<file path="src/design/rae_pkg.sv">
// ----------------------------------------------------------------------------
// rae_pkg: shared definitions for the register ALU instruction executor
// Opcodes, status codes, cycle costs and controller/datapath interface types.
// ----------------------------------------------------------------------------
`timescale 1ns / 1ps

package rae_pkg;

    // default register file depth
    localparam int NUM_REGS_DEF = 16;

    // serial divider steps, one quotient bit each
    localparam int DIV_STEPS = 32;

    // opcodes, odd codes take the right operand as an immediate
    localparam logic [7:0] OP_LOAD   = 8'd0;
    localparam logic [7:0] OP_ADD_RR = 8'd16;
    localparam logic [7:0] OP_ADD_RI = 8'd17;
    localparam logic [7:0] OP_SUB_RR = 8'd32;
    localparam logic [7:0] OP_SUB_RI = 8'd33;
    localparam logic [7:0] OP_MUL_RR = 8'd48;
    localparam logic [7:0] OP_MUL_RI = 8'd49;
    localparam logic [7:0] OP_DIV_RR = 8'd64;
    localparam logic [7:0] OP_DIV_RI = 8'd65;

    // result status codes
    localparam logic [1:0] ST_OK      = 2'd0;
    localparam logic [1:0] ST_UNKNOWN = 2'd1;
    localparam logic [1:0] ST_RANGE   = 2'd2;
    localparam logic [1:0] ST_DIVZERO = 2'd3;

    // weighted cycle costs
    localparam logic [2:0] COST_NONE = 3'd0;
    localparam logic [2:0] COST_ALU  = 3'd1;
    localparam logic [2:0] COST_MUL  = 3'd2;
    localparam logic [2:0] COST_DIV  = 3'd4;

    // controller to datapath commands
    typedef struct packed {
        logic cap;   // capture item, read both source registers
        logic exec;  // evaluate, charge counters, load divider
        logic step;  // one divider step
        logic fin;   // write back and load the output register
    } rae_cmd_t;

    // datapath to controller status
    typedef struct packed {
        logic div_go;  // divide with no error, run the divider
    } rae_sts_t;

endpackage

</file>
<file path="src/design/rae_ctrl.sv">
// ----------------------------------------------------------------------------
// rae_ctrl: instruction sequencer
// Accepts one item, steps it through evaluate, divide (error-free divides only)
// and write-back, and owns the result valid flag.
// ----------------------------------------------------------------------------
`timescale 1ns / 1ps

module rae_ctrl
    import rae_pkg::*;
(
    input  logic     aclk,
    input  logic     aresetn,
    input  logic     s_valid,
    output logic     s_ready,
    output logic     m_valid,
    input  logic     m_ready,
    output rae_cmd_t cmd,
    input  rae_sts_t sts
);

    localparam int CW = $clog2(DIV_STEPS);

    typedef enum logic [1:0] {
        S_IDLE,
        S_EXEC,
        S_DIV,
        S_FIN
    } state_t;

    state_t          state_reg;
    logic [CW-1:0]   cnt_reg;
    logic            mval_reg;

    // decode commands from the current state
    always_comb begin
        s_ready  = (state_reg == S_IDLE);
        cmd.cap  = s_valid && (state_reg == S_IDLE);
        cmd.exec = (state_reg == S_EXEC);
        cmd.step = (state_reg == S_DIV);
        cmd.fin  = (state_reg == S_FIN) && (!mval_reg || m_ready);
    end

    assign m_valid = mval_reg;

    // hold state, divider count and result valid
    always_ff @(posedge aclk) begin
        if (!aresetn) begin
            state_reg <= S_IDLE;
            cnt_reg   <= '0;
            mval_reg  <= 1'b0;
        end else begin
            if (cmd.fin) begin
                mval_reg <= 1'b1;
            end else if (m_ready) begin
                mval_reg <= 1'b0;
            end
            case (state_reg)
                S_IDLE: begin
                    if (s_valid) begin
                        state_reg <= S_EXEC;
                    end
                end
                S_EXEC: begin
                    cnt_reg <= '0;
                    if (sts.div_go) begin
                        state_reg <= S_DIV;
                    end else begin
                        state_reg <= S_FIN;
                    end
                end
                S_DIV: begin
                    if (cnt_reg == CW'(DIV_STEPS - 1)) begin
                        state_reg <= S_FIN;
                    end else begin
                        cnt_reg <= cnt_reg + CW'(1);
                    end
                end
                S_FIN: begin
                    if (cmd.fin) begin
                        state_reg <= S_IDLE;
                    end
                end
                default: begin
                    state_reg <= S_IDLE;
                end
            endcase
        end
    end

endmodule

</file>
<file path="src/design/rae_dp.sv">
// ----------------------------------------------------------------------------
// rae_dp: executor datapath
// Register file, operand decode, add/sub/multiply, serial signed divider,
// instruction and cycle counters and the output register.
// ----------------------------------------------------------------------------
`timescale 1ns / 1ps

module rae_dp
    import rae_pkg::*;
#(
    parameter int NUM_REGS = NUM_REGS_DEF
) (
    input  logic               aclk,
    input  logic               aresetn,
    input  logic [7:0]         s_opcode,
    input  logic [7:0]         s_dest_reg,
    input  logic [7:0]         s_left_operand,
    input  logic [7:0]         s_right_operand,
    input  rae_cmd_t           cmd,
    output rae_sts_t           sts,
    output logic [3:0]         m_written_reg,
    output logic signed [31:0] m_written_value,
    output logic               m_did_write,
    output logic [1:0]         m_status,
    output logic [31:0]        m_cycle_total,
    output logic [31:0]        m_instr_count
);

    localparam int         AW      = $clog2(NUM_REGS);
    localparam logic [8:0] NregLim = 9'(NUM_REGS);

    // captured instruction
    logic [7:0]  op_reg, d_reg, lo_reg, ro_reg;
    // register file and registered read ports
    logic [31:0]         mem [NUM_REGS];
    logic [NUM_REGS-1:0] vld_reg;
    logic [31:0]         rda_reg, rdb_reg;
    // evaluation results
    logic [1:0]  stat_reg;
    logic [31:0] res_reg;
    logic        isdiv_reg;
    // divider
    logic        negq_reg;
    logic [31:0] dvs_reg, quo_reg, rem_reg;
    // counters
    logic [31:0] cyc_reg, ins_reg;
    // output register
    logic [3:0]  wreg_reg;
    logic [31:0] wval_reg;
    logic        did_reg;
    logic [1:0]  ost_reg;
    logic [31:0] otot_reg, ocnt_reg;

    logic        is_load, is_add, is_sub, is_mul, is_div, known, imm;
    logic        d_ok, lo_ok, ro_ok, idx_err;
    logic [31:0] a_op, b_op, prod, res_c, fin_val;
    logic [1:0]  stat_c;
    logic [2:0]  cost_c;
    logic [32:0] trial;
    logic        fit;

    // decode the captured opcode and check indices
    always_comb begin
        is_load = (op_reg == OP_LOAD);
        is_add  = (op_reg == OP_ADD_RR) || (op_reg == OP_ADD_RI);
        is_sub  = (op_reg == OP_SUB_RR) || (op_reg == OP_SUB_RI);
        is_mul  = (op_reg == OP_MUL_RR) || (op_reg == OP_MUL_RI);
        is_div  = (op_reg == OP_DIV_RR) || (op_reg == OP_DIV_RI);
        known   = is_load || is_add || is_sub || is_mul || is_div;
        imm     = op_reg[0];
        d_ok    = {1'b0, d_reg} < NregLim;
        lo_ok   = {1'b0, lo_reg} < NregLim;
        ro_ok   = {1'b0, ro_reg} < NregLim;
        idx_err = is_load ? !d_ok : !(d_ok && lo_ok && (imm || ro_ok));
    end

    // operands, one multiplier and the result select
    assign a_op = rda_reg;
    assign b_op = imm ? {24'b0, ro_reg} : rdb_reg;
    assign prod = a_op * b_op;

    always_comb begin
        if (is_load) begin
            res_c = {24'b0, lo_reg};
        end else if (is_add) begin
            res_c = a_op + b_op;
        end else if (is_sub) begin
            res_c = a_op - b_op;
        end else begin
            res_c = prod;
        end

        if (!known) begin
            stat_c = ST_UNKNOWN;
        end else if (idx_err) begin
            stat_c = ST_RANGE;
        end else if (is_div && (b_op == 32'd0)) begin
            stat_c = ST_DIVZERO;
        end else begin
            stat_c = ST_OK;
        end

        if (!known) begin
            cost_c = COST_NONE;
        end else if (is_mul) begin
            cost_c = COST_MUL;
        end else if (is_div) begin
            cost_c = COST_DIV;
        end else begin
            cost_c = COST_ALU;
        end
    end

    assign sts.div_go = is_div && (stat_c == ST_OK);

    // one restoring division step on magnitudes
    assign trial = {rem_reg, quo_reg[31]};
    assign fit   = trial >= {1'b0, dvs_reg};

    // apply the quotient sign at write-back
    assign fin_val = isdiv_reg ? (negq_reg ? (32'd0 - quo_reg) : quo_reg) : res_reg;

    // capture the item and read both source registers, write back on finish
    always_ff @(posedge aclk) begin
        if (cmd.cap) begin
            op_reg  <= s_opcode;
            d_reg   <= s_dest_reg;
            lo_reg  <= s_left_operand;
            ro_reg  <= s_right_operand;
            rda_reg <= vld_reg[s_left_operand[AW-1:0]] ? mem[s_left_operand[AW-1:0]] : 32'd0;
            rdb_reg <= vld_reg[s_right_operand[AW-1:0]] ? mem[s_right_operand[AW-1:0]]
                                                         : 32'd0;
        end
        if (cmd.fin && (stat_reg == ST_OK)) begin
            mem[d_reg[AW-1:0]] <= fin_val;
        end
    end

    // mark written entries, unwritten ones read as zero
    always_ff @(posedge aclk) begin
        if (!aresetn) begin
            vld_reg <= '0;
        end else if (cmd.fin && (stat_reg == ST_OK)) begin
            vld_reg[d_reg[AW-1:0]] <= 1'b1;
        end
    end

    // charge the cycle and instruction counters on evaluate
    always_ff @(posedge aclk) begin
        if (!aresetn) begin
            cyc_reg <= '0;
            ins_reg <= '0;
        end else if (cmd.exec) begin
            cyc_reg <= cyc_reg + {29'b0, cost_c};
            ins_reg <= ins_reg + 32'd1;
        end
    end

    // hold the evaluation result and load the divider on evaluate, advance it one bit per step
    always_ff @(posedge aclk) begin
        if (cmd.exec) begin
            stat_reg  <= stat_c;
            res_reg   <= res_c;
            isdiv_reg <= is_div;
            negq_reg  <= a_op[31] ^ (!imm && b_op[31]);
            quo_reg   <= a_op[31] ? (32'd0 - a_op) : a_op;
            dvs_reg   <= (!imm && b_op[31]) ? (32'd0 - b_op) : b_op;
            rem_reg   <= '0;
        end else if (cmd.step) begin
            rem_reg <= fit ? 32'(trial - {1'b0, dvs_reg}) : trial[31:0];
            quo_reg <= {quo_reg[30:0], fit};
        end
    end

    // load the output register
    always_ff @(posedge aclk) begin
        if (cmd.fin) begin
            did_reg  <= (stat_reg == ST_OK);
            wreg_reg <= (stat_reg == ST_OK) ? d_reg[3:0] : 4'd0;
            wval_reg <= (stat_reg == ST_OK) ? fin_val : 32'd0;
            ost_reg  <= stat_reg;
            otot_reg <= cyc_reg + 32'd1;
            ocnt_reg <= ins_reg;
        end
    end

    assign m_written_reg   = wreg_reg;
    assign m_written_value = wval_reg;
    assign m_did_write     = did_reg;
    assign m_status        = ost_reg;
    assign m_cycle_total   = otot_reg;
    assign m_instr_count   = ocnt_reg;

endmodule

</file>
<file path="src/design/register_alu_instruction_executor.sv">
// ----------------------------------------------------------------------------
// register_alu_instruction_executor: register file ALU instruction executor
// Sequence: accept, evaluate, divide (divides only, 32-step divider), write-back
// into the output register. One item at a time; the next item is
// taken while the previous result waits in the output register.
// Reset: synchronous, active low; clears control, counters and register file valid bits.
// ----------------------------------------------------------------------------
`timescale 1ns / 1ps

module register_alu_instruction_executor
    import rae_pkg::*;
#(
    parameter int NUM_REGS = NUM_REGS_DEF
) (
    input  logic               aclk,
    input  logic               aresetn,
    input  logic               s_valid,
    output logic               s_ready,
    input  logic [7:0]         s_opcode,
    input  logic [7:0]         s_dest_reg,
    input  logic [7:0]         s_left_operand,
    input  logic [7:0]         s_right_operand,
    output logic               m_valid,
    input  logic               m_ready,
    output logic [3:0]         m_written_reg,
    output logic signed [31:0] m_written_value,
    output logic               m_did_write,
    output logic [1:0]         m_status,
    output logic [31:0]        m_cycle_total,
    output logic [31:0]        m_instr_count
);

    rae_cmd_t cmd;
    rae_sts_t sts;

    // sequencer
    rae_ctrl u_ctrl (
        .aclk    (aclk),
        .aresetn (aresetn),
        .s_valid (s_valid),
        .s_ready (s_ready),
        .m_valid (m_valid),
        .m_ready (m_ready),
        .cmd     (cmd),
        .sts     (sts)
    );

    // datapath
    rae_dp #(
        .NUM_REGS (NUM_REGS)
    ) u_dp (
        .aclk            (aclk),
        .aresetn         (aresetn),
        .s_opcode        (s_opcode),
        .s_dest_reg      (s_dest_reg),
        .s_left_operand  (s_left_operand),
        .s_right_operand (s_right_operand),
        .cmd             (cmd),
        .sts             (sts),
        .m_written_reg   (m_written_reg),
        .m_written_value (m_written_value),
        .m_did_write     (m_did_write),
        .m_status        (m_status),
        .m_cycle_total   (m_cycle_total),
        .m_instr_count   (m_instr_count)
    );

endmodule

</file>
<file path="config.mk">
export PLATFORM = sky130hd
export DESIGN_NAME = register_alu_instruction_executor
export DESIGN_NICKNAME = d
export VERILOG_FILES = /design/src/design/rae_pkg.sv /design/src/design/rae_ctrl.sv /design/src/design/rae_dp.sv /design/src/design/register_alu_instruction_executor.sv
export SDC_FILE = /design/constraint.sdc
export NUM_CORES = 2
export LEC_CHECK = 0
export ABC_AREA = 1
export BUFFER_PORTS_ARGS = -buffer_cell sky130_fd_sc_hd__clkbuf_2
export CORE_MARGIN = 2
export CORE_UTILIZATION = 60
export DETAILED_ROUTE_END_ITERATION = 8
export HOLD_SLACK_MARGIN = 0.02
export PLACE_DENSITY = 0.74
export SYNTH_ARGS = -nofsm -noshare
export SYNTH_HDL_FRONTEND = slang
export SYNTH_SLANG_ARGS = --single-unit
</file>
<file path="constraint.sdc">
create_clock -name aclk -period 10.1 [get_ports aclk]
set_input_delay 2.02 -clock aclk [delete_from_list [all_inputs] [get_ports aclk]]
set_output_delay 2.02 -clock aclk [all_outputs]
set_load 0.05 [all_outputs]
</file>
==> reports/metrics.cfg <==
[status]
outcome=finished, violations left
violations=capacitance limit, slew limit

[timing]
clock.fmax_mhz=108
post-route-period-util=0.917
slew_violations=2
finalSetupTns_ns=0
period_minus_slack_ns=9.26
hold_viol=0
setup_viol=0
skew_ns=0.0733
relSlewSlack=-0.0287
worst_pin_slew_ns=1.53
rsz0062_at_grt=no

[clocking]
clk_latency_ns=0.73
h-tree-depth=3
cts-resized-gates=0
cts_root_buf=clkbuf_16
cts.sink_count=931
path_clk_slew_ns=0.07
post_cts_buffers=0
tritoncts=built
holdBufCountCts=0
cts_buffers=96
clockBufferDepth=3

[drt]
wl_um=235000
vias=56764
final_antenna_net_count=0
via_per_inst=6.22
drc=0
drt_iter0_markers=7743
wire_per_inst_um=25.8
drt_first_pass_iters=7

[die]
pin_count=141
dieArea_mm2=0.112
core_area_mm2=0.109
chipHeight_um=335
rows=121
initial_core_util=0.604
die_w_um=335

[layout]
largest_reg_flops=512
fillers=8981
seq_area_mm2=0.0268
drive_above_1_share=0.0688
multi_input_area_mm2=0.0329
final_cell_mix=1194 x nand2_1, 1170 x inv_1, 821 x o21ai_0
areaGrowthSynthToFinish_pct=8.09
layout_commonest_cell=nand2_1
layout.nets=8308

[synth]
synth_area_mm2=0.0657
yosys_warnings=0
synth_flop_cell=edfxtp_1
synth_area_leaders=edfxtp_1 37%, fa_1 13%, nand2_1 6.8%
synth.avg_cell_area_um2=8.58
synth-seq-cells=931
synthCells=7654
synth-seq-area-share=0.407
synth_edf_count=811
synth.net_count=8336
synth_top_area_frac=0.371
postSynth.asyncResetShare=0
yosysUniqueCellTypes=73
synth_top_cell_by_area=edfxtp_1

[grt]
grt_use_total=0.416
antenna_found_initial=17
grt_pass1_vias=53812
grt_max_degree=256
grt_pass1_wl_um=343000
grt_overflow=0

[critical_path]
startpoint_type=flop
required_ns=10.48
crit_type=reg2reg
cpPeakStageDelay_ns=0.57
cp_max_fo=30
crit_top_cell=fa_1
endpoint_kind=flop
cp_slowest_cell=nor3b_1
critical_path_arrival_ns=9.64

[run]
cap_violations=1

[place]
io_buffers=140
place_congestion=1.08
hpwl_um=161000

[worst_hold_path]
hold_class=reg2reg

==> layer usage <==
| metal | wire length, um | part of all wire | global-route usage |
|---|---|---|---|
| met5 | 161 | 0.00068 | 0 |
| met4 | 18000 | 0.076 | 0.270 |
| met3 | 30200 | 0.13 | 0.108 |
| met2 | 100000 | 0.43 | 0.614 |
| met1 | 86900 | 0.37 | 0.547 |
==> metrics by stage <==
stage,cell area (um^2),hold WS (ns),util,setup WS (ns),std cells
CTS,71000,0.448,0.653,1.15,9123
floorplan,65700,0.408,-,2.85,7654
global route,71000,0.449,0.653,0.588,9123
global placement,67700,0.420,0.623,1.24,8942
finish,71000,0.453,0.653,0.835,9132
detailed placement,67700,0.441,0.623,1.22,8942
==> critical path, delay by kind of cell, from the launching register on <==
kind	cells	cell delay (ns)
buffers and inverters	6	0.87
flip-flops	1	0.50
AO/OA/AOI/OAI	6	1.07
XOR/XNOR	1	0.37
adder cells (fa/ha/maj)	10	4.32
AND/OR/NAND/NOR	6	1.79
==> cell usage after synthesis (26+ instances only) <==
cell type     n
nor3_1       71
buf_1        57
or2_2        28
clkbuf_1    295
buf_2        26
nand4_1      43
edfxtp_1    811
fa_1        412
ha_1        234
nor2_1      754
nand3_1     222
nor4_1       32
inv_1      1176
o21ai_0     823
xor2_1      126
o22ai_1      54
o211ai_1     99
dfxtp_1     120
nand2_1    1194
a21oi_1     802
xnor2_1      37
==> logic make-up after synthesis <==
group | after synthesis | share of synthesized area
xor+xnor | 163 | 0.0217
simple gates | 2410 | 0.152
flops | 931 | 0.407
mux | 1 | 0.000152
compound gates | 1904 | 0.155
buf+inv | 1599 | 0.0931
fa+ha+maj | 646 | 0.170
==> layout make-up <==
class                   instances  area share
diodes                          9    0.000317
clock buffers                 131      0.0380
clock inverters                50     0.00767
inverters                    1209      0.0640
multi-input cells            5124       0.464
flip-flops and latches        931       0.377
well taps                    1414      0.0249
repair buffers                264      0.0239
==> final timing paths <==
kind                         start                endpoint  cells after the start  slack (ns)
setup / recovery    u_dp.op_reg[0]        u_dp.res_reg[21]                     29        0.84
setup reg to reg    u_dp.op_reg[0]        u_dp.res_reg[21]                     29        0.84
hold reg to reg   u_dp.ins_reg[31]  u_dp.m_instr_count[31]                      0        0.45
hold / removal    u_dp.ins_reg[31]  u_dp.m_instr_count[31]                      0        0.45
Power is not shown: default switching activity piles up to over one toggle a cycle in this logic, so the estimate is an artifact.
